## config.mk

```make
export PLATFORM = sky130hd
export DESIGN_NAME = double_hash_table_engine_top
export DESIGN_NICKNAME = d
export VERILOG_FILES = /design/src/rtl/dhte_pkg.sv /design/src/rtl/dhte_ram.sv /design/src/rtl/dhte_reducer.sv /design/src/rtl/double_hash_table_engine_top.sv
export VERILOG_INCLUDE_DIRS = /design/src /design/src/rtl
export SDC_FILE = /design/constraint.sdc
export NUM_CORES = 1
export LEC_CHECK = 0
export BUFFER_PORTS_ARGS = -buffer_cell sky130_fd_sc_hd__buf_4
export CORE_ASPECT_RATIO = 1.75
export CORE_MARGIN = 10
export CORE_UTILIZATION = 35
export DETAILED_ROUTE_END_ITERATION = 8
export MAX_ROUTING_LAYER = met4
export PLACE_DENSITY_LB_ADDON = 0.2
export RECOVER_POWER = 25
export SLEW_MARGIN = 20
export SYNTH_ARGS = -nofsm -noshare
export SYNTH_HDL_FRONTEND = slang
export SYNTH_SLANG_ARGS = --single-unit
```

## constraint.sdc

```tcl
create_clock -name clk -period 7.1 [get_ports clk]
set_clock_uncertainty 0.1 [all_clocks]
set_input_delay 1.42 -clock clk [delete_from_list [all_inputs] [get_ports clk]]
set_output_delay 1.42 -clock clk [all_outputs]
set_load 0.1 [all_outputs]
```

## src/rtl/double_hash_table_engine_top_macros.svh

```systemverilog
// Assertion macros for the double hash table engine.
// Used by double_hash_table_engine_top; expects clk and rst_n in scope.
`ifndef DOUBLE_HASH_TABLE_ENGINE_TOP_MACROS_SVH
`define DOUBLE_HASH_TABLE_ENGINE_TOP_MACROS_SVH

// cond holds at every edge out of reset
`define DHTE_ASSERT_ALWAYS(label, cond, msg) \
  label: assert property (@(posedge clk) disable iff (!rst_n) (cond)) else $error(msg);

// ante implies cons in the same cycle
`define DHTE_ASSERT_IMPLY(label, ante, cons, msg) \
  label: assert property (@(posedge clk) disable iff (!rst_n) (ante) |-> (cons)) \
    else $error(msg);

// ante implies cons in the next cycle
`define DHTE_ASSERT_NEXT(label, ante, cons, msg) \
  label: assert property (@(posedge clk) disable iff (!rst_n) (ante) |=> (cons)) \
    else $error(msg);

`endif

```

## src/rtl/dhte_pkg.sv

```systemverilog
// Shared constants and field widths for the double hash table engine.
// No dependencies.
`default_nettype none

package dhte_pkg;

  localparam int OP_W   = 2;
  localparam int KEY_W  = 31;
  localparam int STAT_W = 2;
  localparam int SLOT_W = 4;

  localparam logic [OP_W-1:0] OP_INSERT = 2'd0;
  localparam logic [OP_W-1:0] OP_REMOVE = 2'd1;
  localparam logic [OP_W-1:0] OP_SEARCH = 2'd2;

  localparam logic [STAT_W-1:0] STAT_DONE      = 2'd0;
  localparam logic [STAT_W-1:0] STAT_NOT_FOUND = 2'd1;
  localparam logic [STAT_W-1:0] STAT_FULL      = 2'd2;

  localparam logic [2:0] STEP_BASE = 3'd7;

  // key bits consumed per reduction cycle, and cycles per key
  localparam int RED_BITS   = 4;
  localparam int RED_CYCLES = 8;

endpackage

`default_nettype wire

```

## src/rtl/dhte_ram.sv

```systemverilog
// Generic single-write, single-read synchronous RAM with registered read.
// No dependencies.
`default_nettype none

module dhte_ram #(
  parameter int WIDTH = 32,
  parameter int DEPTH = 16
) (
  input  wire logic                     clk,
  input  wire logic                     we,
  input  wire logic [$clog2(DEPTH)-1:0] waddr,
  input  wire logic [WIDTH-1:0]         wdata,
  input  wire logic                     re,
  input  wire logic [$clog2(DEPTH)-1:0] raddr,
  output logic      [WIDTH-1:0]         rdata
);

  logic [WIDTH-1:0] mem_r [DEPTH];
  logic [WIDTH-1:0] rdata_r;

  always_ff @(posedge clk) begin
    if (we) begin
      mem_r[waddr] <= wdata;
    end
    if (re) begin
      rdata_r <= mem_r[raddr];
    end
  end

  assign rdata = rdata_r;

endmodule

`default_nettype wire

```

## src/rtl/dhte_reducer.sv

```systemverilog
// Digit-serial reduction of a key modulo the table size and modulo 7.
// Depends on dhte_pkg.
`default_nettype none

module dhte_reducer #(
  parameter int TABLE_SLOTS = 16
) (
  input  wire logic                           clk,
  input  wire logic                           rst_n,
  input  wire logic                           start,
  input  wire logic [dhte_pkg::KEY_W-1:0]     key,
  output logic                                done,
  output logic      [$clog2(TABLE_SLOTS)-1:0] rem_n,
  output logic      [2:0]                     rem_7
);

  localparam int RW = $clog2(TABLE_SLOTS);
  localparam int SHW = dhte_pkg::RED_BITS * dhte_pkg::RED_CYCLES;
  localparam int CW = $clog2(dhte_pkg::RED_CYCLES);
  localparam logic [RW:0] MOD_N = (RW+1)'(TABLE_SLOTS);
  localparam logic [3:0] MOD_7 = 4'd7;

  logic [SHW-1:0] shreg_r, shreg_nxt;
  logic [CW-1:0]  cnt_r, cnt_nxt;
  logic           busy_r, busy_nxt;
  logic           done_r, done_nxt;
  logic [RW-1:0]  remn_r, remn_nxt;
  logic [2:0]     rem7_r, rem7_nxt;

  logic [RW:0] tn;
  logic [3:0]  t7;
  logic [dhte_pkg::RED_BITS-1:0] digit;

  always_comb begin
    tn = {1'b0, remn_r};
    t7 = {1'b0, rem7_r};
    digit = shreg_r[SHW-1 -: dhte_pkg::RED_BITS];
    for (int i = dhte_pkg::RED_BITS - 1; i >= 0; i--) begin
      tn = {tn[RW-1:0], digit[i]};
      if (tn >= MOD_N) begin
        tn = tn - MOD_N;
      end
      t7 = {t7[2:0], digit[i]};
      if (t7 >= MOD_7) begin
        t7 = t7 - MOD_7;
      end
    end
  end

  always_comb begin
    shreg_nxt = shreg_r;
    cnt_nxt   = cnt_r;
    busy_nxt  = busy_r;
    done_nxt  = 1'b0;
    remn_nxt  = remn_r;
    rem7_nxt  = rem7_r;
    if (start) begin
      shreg_nxt = SHW'(key);
      cnt_nxt   = '0;
      busy_nxt  = 1'b1;
      remn_nxt  = '0;
      rem7_nxt  = '0;
    end else if (busy_r) begin
      shreg_nxt = shreg_r << dhte_pkg::RED_BITS;
      cnt_nxt   = cnt_r + 1'b1;
      remn_nxt  = tn[RW-1:0];
      rem7_nxt  = t7[2:0];
      if (cnt_r == CW'(dhte_pkg::RED_CYCLES - 1)) begin
        busy_nxt = 1'b0;
        done_nxt = 1'b1;
      end
    end
  end

  always_ff @(posedge clk) begin
    if (!rst_n) begin
      busy_r <= 1'b0;
      done_r <= 1'b0;
      cnt_r  <= '0;
    end else begin
      busy_r <= busy_nxt;
      done_r <= done_nxt;
      cnt_r  <= cnt_nxt;
    end
    shreg_r <= shreg_nxt;
    remn_r  <= remn_nxt;
    rem7_r  <= rem7_nxt;
  end

  assign done  = done_r;
  assign rem_n = remn_r;
  assign rem_7 = rem7_r;

endmodule

`default_nettype wire

```

## src/rtl/double_hash_table_engine_top.sv

```systemverilog
// Top level of the double hash table engine: control sequencer and table memory.
// Depends on dhte_pkg, dhte_ram, dhte_reducer and the assertion macro header.
//
// Open-addressing hash table with double hashing, one operation per item
// (insert, remove, search), one result per item. Each table entry lives in
// one RAM word as {valid, key}. After reset a clearing pass writes every
// entry empty, one per cycle, so in_ready stays low until the pass ends.
// A valid operation passes through S_REDUCE, S_STEP, S_CHECK and S_FINISH: the key
// is reduced modulo the table size and modulo 7, 4 bits per cycle, the step
// comes from the modulo-7 remainder, S_STEP issues the first RAM read, and
// each of P probes (1 to TABLE_SLOTS) checks one entry in S_CHECK. Items are
// handled one at a time; a finished result waits in the output register.
`default_nettype none
`include "double_hash_table_engine_top_macros.svh"

module double_hash_table_engine_top #(
  parameter int TABLE_SLOTS = 16
) (
  input  wire logic                           clk,
  input  wire logic                           rst_n,
  input  wire logic                           in_valid,
  output logic                                in_ready,
  input  wire logic [dhte_pkg::OP_W-1:0]      in_operation,
  input  wire logic [dhte_pkg::KEY_W-1:0]     in_key,
  output logic                                out_valid,
  input  wire logic                           out_ready,
  output logic      [dhte_pkg::STAT_W-1:0]    out_status,
  output logic      [dhte_pkg::SLOT_W-1:0]    out_slot
);

  localparam int SW = $clog2(TABLE_SLOTS);
  localparam int MW = dhte_pkg::KEY_W + 1;
  localparam logic [SW:0] MOD_N = (SW+1)'(TABLE_SLOTS);
  localparam logic [SW-1:0] LAST_IDX = SW'(TABLE_SLOTS - 1);

  typedef enum logic [5:0] {
    S_IDLE   = 6'b000001,
    S_CLEAR  = 6'b000010,
    S_REDUCE = 6'b000100,
    S_STEP   = 6'b001000,
    S_CHECK  = 6'b010000,
    S_FINISH = 6'b100000
  } state_t;

  state_t state_r, state_nxt;

  logic [dhte_pkg::OP_W-1:0]   op_r, op_nxt;
  logic [dhte_pkg::KEY_W-1:0]  key_r, key_nxt;
  logic [SW-1:0]               idx_r, idx_nxt;
  logic [SW-1:0]               stepn_r, stepn_nxt;
  logic [SW-1:0]               cnt_r, cnt_nxt;
  logic [dhte_pkg::STAT_W-1:0] res_status_r, res_status_nxt;
  logic [dhte_pkg::SLOT_W-1:0] res_slot_r, res_slot_nxt;
  logic                        out_valid_r, out_valid_nxt;
  logic [dhte_pkg::STAT_W-1:0] out_status_r, out_status_nxt;
  logic [dhte_pkg::SLOT_W-1:0] out_slot_r, out_slot_nxt;

  logic                        red_start;
  logic                        red_done;
  logic [SW-1:0]               red_remn;
  logic [2:0]                  red_rem7;

  logic                        ram_we;
  logic [SW-1:0]               ram_waddr;
  logic [MW-1:0]               ram_wdata;
  logic                        ram_re;
  logic [SW-1:0]               ram_raddr;
  logic [MW-1:0]               ram_rdata;

  logic                        ent_valid;
  logic                        ent_match;
  logic                        last_probe;
  logic [SW:0]                 adv_sum;
  logic [SW-1:0]               idx_adv;
  logic [SW+dhte_pkg::SLOT_W-1:0] idx_ext;

  function automatic logic [SW-1:0] mod_small(input logic [2:0] v);
    logic [SW:0] t;
    t = '0;
    for (int i = 2; i >= 0; i--) begin
      t = {t[SW-1:0], v[i]};
      if (t >= MOD_N) begin
        t = t - MOD_N;
      end
    end
    return t[SW-1:0];
  endfunction

  dhte_reducer #(
    .TABLE_SLOTS(TABLE_SLOTS)
  ) u_reducer (
    .clk   (clk),
    .rst_n (rst_n),
    .start (red_start),
    .key   (in_key),
    .done  (red_done),
    .rem_n (red_remn),
    .rem_7 (red_rem7)
  );

  dhte_ram #(
    .WIDTH(MW),
    .DEPTH(TABLE_SLOTS)
  ) u_table (
    .clk   (clk),
    .we    (ram_we),
    .waddr (ram_waddr),
    .wdata (ram_wdata),
    .re    (ram_re),
    .raddr (ram_raddr),
    .rdata (ram_rdata)
  );

  assign ent_valid  = ram_rdata[MW-1];
  assign ent_match  = ram_rdata[dhte_pkg::KEY_W-1:0] == key_r;
  assign last_probe = cnt_r == LAST_IDX;
  assign adv_sum    = {1'b0, idx_r} + {1'b0, stepn_r};
  assign idx_adv    = (adv_sum >= MOD_N) ? SW'(adv_sum - MOD_N) : adv_sum[SW-1:0];
  assign idx_ext    = {{dhte_pkg::SLOT_W{1'b0}}, idx_r};

  always_comb begin
    state_nxt      = state_r;
    op_nxt         = op_r;
    key_nxt        = key_r;
    idx_nxt        = idx_r;
    stepn_nxt      = stepn_r;
    cnt_nxt        = cnt_r;
    res_status_nxt = res_status_r;
    res_slot_nxt   = res_slot_r;
    out_valid_nxt  = out_valid_r && !out_ready;
    out_status_nxt = out_status_r;
    out_slot_nxt   = out_slot_r;
    in_ready       = 1'b0;
    red_start      = 1'b0;
    ram_we         = 1'b0;
    ram_waddr      = idx_r;
    ram_wdata      = {1'b1, key_r};
    ram_re         = 1'b0;
    ram_raddr      = idx_r;

    case (state_r)
      S_IDLE: begin
        in_ready = 1'b1;
        if (in_valid) begin
          op_nxt  = in_operation;
          key_nxt = in_key;
          if (in_operation == dhte_pkg::OP_INSERT || in_operation == dhte_pkg::OP_REMOVE ||
              in_operation == dhte_pkg::OP_SEARCH) begin
            red_start = 1'b1;
            state_nxt = S_REDUCE;
          end else begin
            res_status_nxt = dhte_pkg::STAT_NOT_FOUND;
            res_slot_nxt   = '0;
            state_nxt      = S_FINISH;
          end
        end
      end
      S_CLEAR: begin
        ram_we    = 1'b1;
        ram_waddr = cnt_r;
        ram_wdata = '0;
        cnt_nxt   = cnt_r + 1'b1;
        if (last_probe) begin
          cnt_nxt   = '0;
          state_nxt = S_IDLE;
        end
      end
      S_REDUCE: begin
        if (red_done) begin
          idx_nxt   = red_remn;
          stepn_nxt = mod_small(dhte_pkg::STEP_BASE - red_rem7);
          cnt_nxt   = '0;
          state_nxt = S_STEP;
        end
      end
      S_STEP: begin
        ram_re    = 1'b1;
        state_nxt = S_CHECK;
      end
      S_CHECK: begin
        res_slot_nxt = '0;
        if (op_r == dhte_pkg::OP_INSERT) begin
          if (!ent_valid) begin
            ram_we         = 1'b1;
            res_status_nxt = dhte_pkg::STAT_DONE;
            res_slot_nxt   = idx_ext[dhte_pkg::SLOT_W-1:0];
            state_nxt      = S_FINISH;
          end else if (last_probe) begin
            res_status_nxt = dhte_pkg::STAT_FULL;
            state_nxt      = S_FINISH;
          end
        end else begin
          if (!ent_valid) begin
            res_status_nxt = dhte_pkg::STAT_NOT_FOUND;
            state_nxt      = S_FINISH;
          end else if (ent_match) begin
            ram_we         = op_r == dhte_pkg::OP_REMOVE;
            ram_wdata      = {1'b0, key_r};
            res_status_nxt = dhte_pkg::STAT_DONE;
            res_slot_nxt   = idx_ext[dhte_pkg::SLOT_W-1:0];
            state_nxt      = S_FINISH;
          end else if (last_probe) begin
            res_status_nxt = dhte_pkg::STAT_NOT_FOUND;
            state_nxt      = S_FINISH;
          end
        end
        if (state_nxt == S_CHECK) begin
          ram_re    = 1'b1;
          ram_raddr = idx_adv;
          idx_nxt   = idx_adv;
          cnt_nxt   = cnt_r + 1'b1;
        end
      end
      S_FINISH: begin
        if (!out_valid_r || out_ready) begin
          out_valid_nxt  = 1'b1;
          out_status_nxt = res_status_r;
          out_slot_nxt   = res_slot_r;
          state_nxt      = S_IDLE;
        end
      end
      default: begin
        state_nxt = S_IDLE;
      end
    endcase
  end

  always_ff @(posedge clk) begin
    if (!rst_n) begin
      state_r     <= S_CLEAR;
      cnt_r       <= '0;
      out_valid_r <= 1'b0;
    end else begin
      state_r     <= state_nxt;
      cnt_r       <= cnt_nxt;
      out_valid_r <= out_valid_nxt;
    end
    op_r         <= op_nxt;
    key_r        <= key_nxt;
    idx_r        <= idx_nxt;
    stepn_r      <= stepn_nxt;
    res_status_r <= res_status_nxt;
    res_slot_r   <= res_slot_nxt;
    out_status_r <= out_status_nxt;
    out_slot_r   <= out_slot_nxt;
  end

  assign out_valid  = out_valid_r;
  assign out_status = out_status_r;
  assign out_slot   = out_slot_r;

  `DHTE_ASSERT_NEXT(a_one_item, in_valid && in_ready, !in_ready, "item accepted while busy")
  `DHTE_ASSERT_IMPLY(a_we_state, ram_we, state_r == S_CLEAR || state_r == S_CHECK, "stray table write")
  `DHTE_ASSERT_IMPLY(a_red_done, red_done, state_r == S_REDUCE, "reduction done out of sequence")
  `DHTE_ASSERT_ALWAYS(a_idx_range, idx_r <= LAST_IDX || state_r != S_CHECK, "probe index out of range")

endmodule

`default_nettype wire
```

* Word-level counts from Yosys, hierarchy flattened
Memories as Yosys holds them, arrays and structs flattened. A register that Yosys moved wholly into a read port is not among the register bits. Index checks and enable logic that the tools add are counted.
Operators by class: add/sub/neg operators 13, $lt $le $gt $ge 9, eq/ne operators 21, mux-type cells 71, bitwise gates (word level) 2, reduce and logical (&&, ||, !) cells 22
Operators by type and width (count):
- $mux 32 | 3
- $mux 4 | 18
- $mux 6 | 11
- $pmux 32 s2 | 1
- $mux 31 | 2
- $pmux 6 s6 | 1
- $eq 31x31->1 | 1
- $ge 5x5->1 const B | 5
- $sub 4x1->4 const B | 5
- $mux 1 | 17
- $ge 4x3->1 const B | 4
- $mux 2 | 8
- $pmux 4 s2 | 2
- $eq 6x5->1 const B | 2
- $mux 3 | 4
- $pmux 4 s3 | 1
- $sub 3x3->3 const B | 4
- $ne 2x2->1 const B | 5
- $ne 4x4->1 const B | 2
- $reduce_and 2->1 | 4
- $eq 6x1->1 const B | 1
- $eq 6x2->1 const B | 1
- $eq 6x3->1 const B | 1
- $eq 6x4->1 const B | 1
- 24 further kinds | 34
Word-level totals: flip-flop bits (word level) 107, RAM bits 512, input bits 37, word-level logic and storage cells 157, memories 1
Memory list:
- u_table.mem_r | depth 16, bits a word 32, read ports 1, clocked after Yosys merged registers in 1, wr ports 1, RTL line dhte_ram.sv:18 | logic [WIDTH-1:0] mem_r [DEPTH];

* Longest topological paths before layout
Gate-level depths: netlist of run 1.
word-level depth 9, gate-level depth with buffers 18, mapped depth without buffers 18

* Modules after synthesis
A second synthesis of run 1 with hierarchy kept.
Second synthesis, totals: cell total of the unflattened synthesis 1288, area, all modules 25617.1 sq um
By module, submodules not included:
- dhte_ram | times used 1, cells each 838, area each 20156.8 sq um, seq. area each 16335.7 sq um
- double_hash_table_engine_top | times used 1, cells each 280, area each 3256.9 sq um, seq. area each 1781.7 sq um
- dhte_reducer | times used 1, cells each 170, area each 2203.4 sq um, seq. area each 1191.1 sq um

* Least setup slack after synthesis of run 1
OpenSTA, ideal clock, no wires.
path type register to register, start register state_r[3], end register u_reducer.shreg_r[0] (enable), library setup time 0.388 ns, data arrival time 5.038 ns, data required time 6.612 ns, slack 1.574 ns, stages on the path, launching flop included 9, path through dfxtp_1 nor2_1 nand3b_1 nor3_1 nand2_1 inv_1 nand2_1 clkbuf_1 nand2_1
Between the ends: longest elaborated chain between the ends 3
RTL lines:
- start, declared | RTL line double_hash_table_engine_top.sv:45 | state_t state_r, state_nxt;
- start signal, assigned | RTL line double_hash_table_engine_top.sv:234 | state_r <= state_nxt;
- $eq 6x1->1 | RTL line double_hash_table_engine_top.sv:141 | case (state_r)
- $mux 1 | RTL line double_hash_table_engine_top.sv:141
- $reduce_bool 2->1 (no line)
- end signal, assigned | RTL line dhte_reducer.sv:85 | shreg_r <= shreg_nxt;
- end, declared | RTL line dhte_reducer.sv:23 | logic [SHW-1:0] shreg_r, shreg_nxt;
Every way passes these cells. A chain may end at the register's enable or synchronous reset.

* Worst setup path in the final report of run 1
start register state_r[2], end memory u_table.mem_r[9][22] (enable)
Between the ends: longest elaborated chain between the ends 4
RTL lines:
- $eq 6x5->1 / $eq 6x2->1 (equally long branches) | RTL line double_hash_table_engine_top.sv:141
- $pmux 1 s2 | RTL line double_hash_table_engine_top.sv:141
- $mux 1 | RTL line dhte_ram.sv:22 | if (we) begin
- $mux 1 (implied by the code) | RTL line dhte_ram.sv:23 | mem_r[waddr] <= wdata;
- end, declared | RTL line dhte_ram.sv:18
Several ways; a longest one is shown, not always the timed one.

==> impl_metrics.env, run 1 <==
export IMPL_avgRoutedWirePerCell_um=25.7
export IMPL_antenna_found_initial=3
export IMPL_rrSetupSlack_ns=1.84
export IMPL_htreeDepth=2
export IMPL_dpl_cell_area_mm2=0.0275
export IMPL_syn_avg_cell_area_um2=15.2
export IMPL_clkLatencyLatePin_ns=0.66
export IMPL_drc=0
export IMPL_ctsHoldBuffers=0
export IMPL_viasPerCell=5.47
export IMPL_drtIter0Drc=1306
export IMPL_routabilityCongestion=0.798
export IMPL_grt_overflow=0
export IMPL_syn_area_mm2=0.0260
export IMPL_rr_endpoint="u_table.mem_r[9][22]"
export IMPL_ir_drop_v=0.000214
export IMPL_ctsRootBufferMaster="clkbuf_16"
export IMPL_final_nets=1795
export IMPL_whs_path_depth=0
export IMPL_tightest_slew_ns=2.67
export IMPL_die_w_um=226
export IMPL_pin_count=45
export IMPL_cp_start_kind="flip-flop"
export IMPL_hp_class="flip-flop to flip-flop"
export IMPL_hold_viol=0
export IMPL_syn_to_final_growth_pct=12.8
export IMPL_synth_top_area_cell="edfxtp_1"
export IMPL_worstSetupEndpointType="flip-flop"
export IMPL_post_place_ws_ns=2.36
export IMPL_violations="capacitance limit, slew limit"
export IMPL_dp_cells=2625
export IMPL_synthTopCellsByArea="edfxtp_1, mux2i_1, a221oi_1, nand2_1, a21oi_1"
export IMPL_netlist_top_cells_count="edfxtp_1, nand2_1, a21oi_1"
export IMPL_drv_slew=48
export IMPL_start_util=0.352
export IMPL_port_buffers=44
export IMPL_power_mw=8.91
export IMPL_stdcell_area_mm2=0.0293
export IMPL_grt_max_degree=164
export IMPL_numCtsBuffers=58
export IMPL_post_cts_buffers=0
export IMPL_final_setup_viol_count=0
export IMPL_drt_wl_total_um=70200
export IMPL_required_ns=7.31
export IMPL_ant_nets=0
export IMPL_track_usage=0.166
export IMPL_synthArstFlopShare=0
export IMPL_fin_ws_ns=1.84
export IMPL_path_clk_slew_ns=0.06
export IMPL_worstPathArrival_ns=5.47
export IMPL_crit_reg2reg_launch="state_r[2]"
export IMPL_fin_cells=2734
export IMPL_cts_buffer_depth=3
export IMPL_yosysMostFrequentCell="edfxtp_1"
export IMPL_syn_nets=1753
export IMPL_status="complete, but fails checks"
export IMPL_period_needed_ns=5.26
export IMPL_maxSlewHeadroom=-0.781
export IMPL_cts_tree="yes"
export IMPL_ff2ff_path_depth=6
export IMPL_p_leak_nw=9.89
export IMPL_period_share=0.741
export IMPL_grt_pass1_vias=15100
export IMPL_final_util=0.397
export IMPL_yosysSeqAreaShare=0.744
export IMPL_fin_setup_tns_ns=0
export IMPL_crit_fanout=47
export IMPL_first_pass_iters=5
export IMPL_p_per_area_mw_per_mm2=304
export IMPL_hold_worst_slack_ns=0.318
export IMPL_synth_enable_flop_cells=627
export IMPL_vias=14900
export IMPL_num_rows=132
export IMPL_critPathKind="flip-flop to flip-flop"
export IMPL_synthDistinctLibCells=56
export IMPL_fmax_mhz=190
export IMPL_dp_hpwl_um=40500
export IMPL_yosysTopAreaCellShare=0.726
export IMPL_dieArea_mm2=0.0859
export IMPL_die_y_um=380
export IMPL_cts_sinks=651
export IMPL_syn_inst=1705
export IMPL_hold_start="res_slot_r[0]"
export IMPL_ys_seq_elements=651
export IMPL_ys_warn_count=0
export IMPL_rsz0062_at_grt="no"
export IMPL_core_mm2=0.0738
export IMPL_maxCapViolCount=1
export IMPL_cts_resized=0
export IMPL_drive_above_1_share=0.0897
export IMPL_hold_end="out_slot[0]"
export IMPL_grt_pass1_wl_um=103000
export IMPL_ys_flop_type="edfxtp_1"
## flip-flops by register name, summed over array words and instances (netlist names), 2 cells and up
| name | cells |
|---|---|
| u_table.mem_r | 512 |
| u_reducer.shreg_r | 32 |
| u_table.rdata | 32 |
| key_r | 31 |
| state_r | 6 |
| cnt_r | 4 |
| idx_r | 4 |
| out_slot | 4 |
| res_slot_r | 4 |
| u_reducer.rem_n | 4 |
| stepn_r | 3 |
| u_reducer.cnt_r | 3 |
| u_reducer.rem_7 | 3 |
| op_r | 2 |
| out_status | 2 |
| res_status_r | 2 |
## where the power goes
group          internal, mW  total, mW  leakage, nW  switching [mW]
registers              4.69       4.80         5.99           0.109
logic                 0.250      0.964         2.99           0.714
clock network          1.72       3.15        0.909            1.43
## critical path, stage by stage, from the launching register on
cell and delay (ns):
dfxtp_1 0.43, nor2_1 0.10, nand4b_1 0.10, clkbuf_1 1.88, a21oi_1 0.88, nor2_4 0.92
buf_4 0.45
## per-layer routing
layer	wire (um)	track usage	vias up
li1	-	-	6714
met1	29000	0.201	7721
met2	36200	0.282	394
met3	3080	0.0206	113
met4	1970	0.0558	0
met5	0	-	-
## how the worst max path moves through the flow
stage | from | endpoint | slack [ns] | cells after the start
final | state_r[2] | u_table.mem_r[9][22] | 1.84 | 6
after global routing | state_r[2] | u_table.mem_r[11][19] | 1.58 | 6
after CTS | u_table.rdata[2] | u_table.rdata[3] | 2.34 | 9
after detailed placement | u_table.rdata[2] | u_table.rdata[3] | 2.36 | 9
after global placement | u_table.rdata[28] | u_table.rdata[3] | 2.17 | 9
after floorplan | state_r[3] | u_reducer.shreg_r[0] | 1.57 | 8
## cells in the final DEF (no fill, tap or decap), types with 9 or more instances in the layout
cell type / synthesis / routed
edfxtp_1: 627 / 627
nand2_1: 236 / 236
a21oi_1: 145 / 142
mux2i_1: 137 / 137
a221oi_1: 128 / 128
clkbuf_16: 0 / 58
buf_4: 3 / 47
clkbuf_1: 66 / 41
xor2_1: 34 / 34
or4_1: 32 / 33
nor2_1: 44 / 28
dfxtp_1: 24 / 24
and2_1: 39 / 22
clkinv_1: 0 / 19
and2_0: 0 / 17
nor2_4: 0 / 16
o21ai_0: 16 / 13
inv_1: 11 / 10
ha_1: 10 / 10
clkinv_2: 0 / 10
nor3_1: 10 / 9
o21a_1: 9 / 9
## logic make-up after synthesis
family	Yosys count	share of synthesized area
flops	651	0.744
compound gates	329	0.0864
simple gates	421	0.0770
buf+inv	114	0.0198
xor+xnor	41	0.0138
mux	138	0.0533
fa+ha+maj	11	0.00559
## final cells by class
class	count	area (um^2)
diodes	2	5.00
clock buffers	66	1480
clock inverters	41	382
fillers	6708	44500
inverters	11	41.3
multi-input cells	940	6330
flip-flops and latches	651	19300
well taps	938	1170
repair buffers	85	552
Power figures use the tool's default switching activity.
==> run 2, diff against run 1 <==
Clock period 7.1 ns to 4.75 ns, I/O delays scaled along.
==> run 2 against run 1 <==
Effect of this change: the run still ends with capacitance limit, slew limit left; critical endpoint is now u_reducer.rem_7[1]; largest power group unchanged; critical path type unchanged; clock-buffer cell count increased by 3; final cell count grew 1.1%; sequential power grew 49%; sequential cell count unchanged; total power up 49%.
==> impl_metrics.env, run 2 (synthesis gave the netlist of run 1 again) <==
export IMPL_status="complete, but fails checks"
export IMPL_violations="capacitance limit, slew limit"
export IMPL_drtIter0Drc=1191
export IMPL_num_rows=132
export IMPL_routabilityCongestion=0.811
export IMPL_ant_nets=0
export IMPL_crit_fanout=6
export IMPL_seq_power_share=0.538
export IMPL_ctsRootBufferMaster="clkbuf_16"
export IMPL_first_pass_iters=5
export IMPL_grt_overflow=0
export IMPL_crit_chain="ha_1 > a21oi_1 > xnor2_1 > ha_1 > a21boi_0 > o21a_1 > a21boi_0 > nor2_1 > ha_1 > a21oi_1 > xnor2_1 > ha_1 > inv_1 > nor3_1 > o311ai_0 > mux2i_1 > a211oi_1"
export IMPL_final_setup_viol_count=0
export IMPL_ctsHoldBuffers=0
export IMPL_p_per_area_mw_per_mm2=445
export IMPL_die_y_um=380
export IMPL_drc=0
export IMPL_largest_reg_flops=512
export IMPL_syn_to_final_growth_pct=15.4
export IMPL_hold_worst_slack_ns=0.323
export IMPL_drive_above_1_share=0.107
export IMPL_core_mm2=0.0738
export IMPL_critPathMaxStageDelay_ns=0.60
export IMPL_drv_slew=32
export IMPL_tightest_slew_ns=1.70
export IMPL_viasPerCell=5.47
export IMPL_dpl_cell_area_mm2=0.0282
export IMPL_antenna_found_initial=5
export IMPL_grt_pass1_vias=15200
export IMPL_post_cts_buffers=0
export IMPL_hold_viol=0
export IMPL_dieArea_mm2=0.0859
export IMPL_p_int_mw=10.0
export IMPL_slowest_stage="o311ai_0"
export IMPL_required_ns=5.09
export IMPL_cts_sinks=651
export IMPL_pin_count=45
export IMPL_power_mw=13.3
export IMPL_port_buffers=44
export IMPL_htreeDepth=2
export IMPL_switching_share=0.248
export IMPL_final_nets=1825
export IMPL_worstPathArrival_ns=4.74
export IMPL_dp_cells=2657
export IMPL_clock_power_share=0.348
export IMPL_fin_cells=2764
export IMPL_cts_resized=0
export IMPL_maxCapViolCount=1
export IMPL_path_clk_slew_ns=0.06
export IMPL_cp_common_cell="ha_1"
export IMPL_ir_drop_v=0.000279
export IMPL_rsz0062_at_grt="no"
export IMPL_start_util=0.352
export IMPL_period_share=0.925
export IMPL_worstSetupEndpointType="flip-flop"
export IMPL_track_usage=0.166
export IMPL_fmax_mhz=227
export IMPL_startpoint="u_reducer.rem_7[0]"
export IMPL_numCtsBuffers=56
export IMPL_die_w_um=226
export IMPL_grt_max_degree=107
export IMPL_cts_tree="yes"
export IMPL_hp_class="flip-flop to flip-flop"
export IMPL_regMostFlops="u_table.mem_r"
export IMPL_maxSlewHeadroom=-0.134
export IMPL_stdcell_area_mm2=0.0299
export IMPL_vias=15100
export IMPL_final_common_cell="edfxtp_1"
export IMPL_p_sw_mw=3.30
export IMPL_crit_reg2reg_launch="u_reducer.rem_7[0]"
export IMPL_fin_setup_tns_ns=0
export IMPL_power_frac_comb=0.115
export IMPL_cts_buffer_depth=3
export IMPL_cp_start_kind="flip-flop"
export IMPL_hold_start="res_slot_r[1]"
export IMPL_critPathKind="flip-flop to flip-flop"
export IMPL_dp_hpwl_um=39400
export IMPL_drt_wl_total_um=69900
export IMPL_period_needed_ns=4.40
export IMPL_clkLatencyLatePin_ns=0.62
export IMPL_grt_pass1_wl_um=103000
export IMPL_avgRoutedWirePerCell_um=25.3
export IMPL_p_leak_nw=10.2
export IMPL_final_cell_mix="edfxtp_1, nand2_1, a21oi_1, mux2i_1, a221oi_1"
[run 2: power by group through the flow]
stage / combinational (mW) / sequential (mW) / clock (mW)
final: 1.53 / 7.16 / 4.63
after global routing: 1.66 / 7.20 / 4.95
after CTS: 1.57 / 7.16 / 4.74
after detailed placement: 1.56 / 7.28 / 0
after global placement: 1.52 / 7.26 / 0
after floorplan: 0.819 / 7.25 / 0
[run 2: cell type report]
type | count | area [um^2]
inverter | 11 | 41.3
fill | 6606 | 43900
sequential | 651 | 19300
antenna | 4 | 10.0
tap | 938 | 1170
clock buffer | 69 | 1470
clock inverter | 34 | 352
multi-input combinational | 940 | 6350
timing repair buffer | 117 | 1240
[run 2: metrics by stage]
| step | worst slack [ns] | util |
|---|---|---|
| 6_report | 0.354 | 0.406 |
| 5_1_grt | 0.0572 | 0.406 |
| 4_1_cts | 0.369 | 0.407 |
| 3_5_place_dp | 0.410 | 0.382 |
| 3_3_place_gp | 0.591 | 0.382 |
| 2_1_floorplan | 0.186 | - |
[run 2: routing by layer]
metal | track usage | up-vias | part of all wire | routed length, um
met5 | - | - | 0 | 0
met4 | 0.0434 | 0 | 0.022 | 1530
met3 | 0.0198 | 92 | 0.043 | 3000
met2 | 0.288 | 353 | 0.53 | 36700
met1 | 0.200 | 7867 | 0.41 | 28700
li1 | - | 6794 | - | -
[run 2: worst paths after layout]
check | slack (ns) | to | depth (start not counted)
setup reg to reg | 0.35 | u_reducer.rem_7[1] | 17
hold reg to reg | 0.32 | out_slot[1] | 0
hold / removal | 0.32 | out_slot[1] | 0
setup / recovery | 0.35 | u_reducer.rem_7[1] | 17
[run 2: critical path, delay by kind of cell, from the launching register on]
family	cells	cell delay, ns
buffers and inverters	1	0.14
multiplexers	1	0.26
AND/OR/NAND/NOR	2	0.18
XOR/XNOR	2	0.30
flip-flops	1	0.36
adder cells (fa/ha/maj)	4	1.01
AO/OA/AOI/OAI	7	1.90
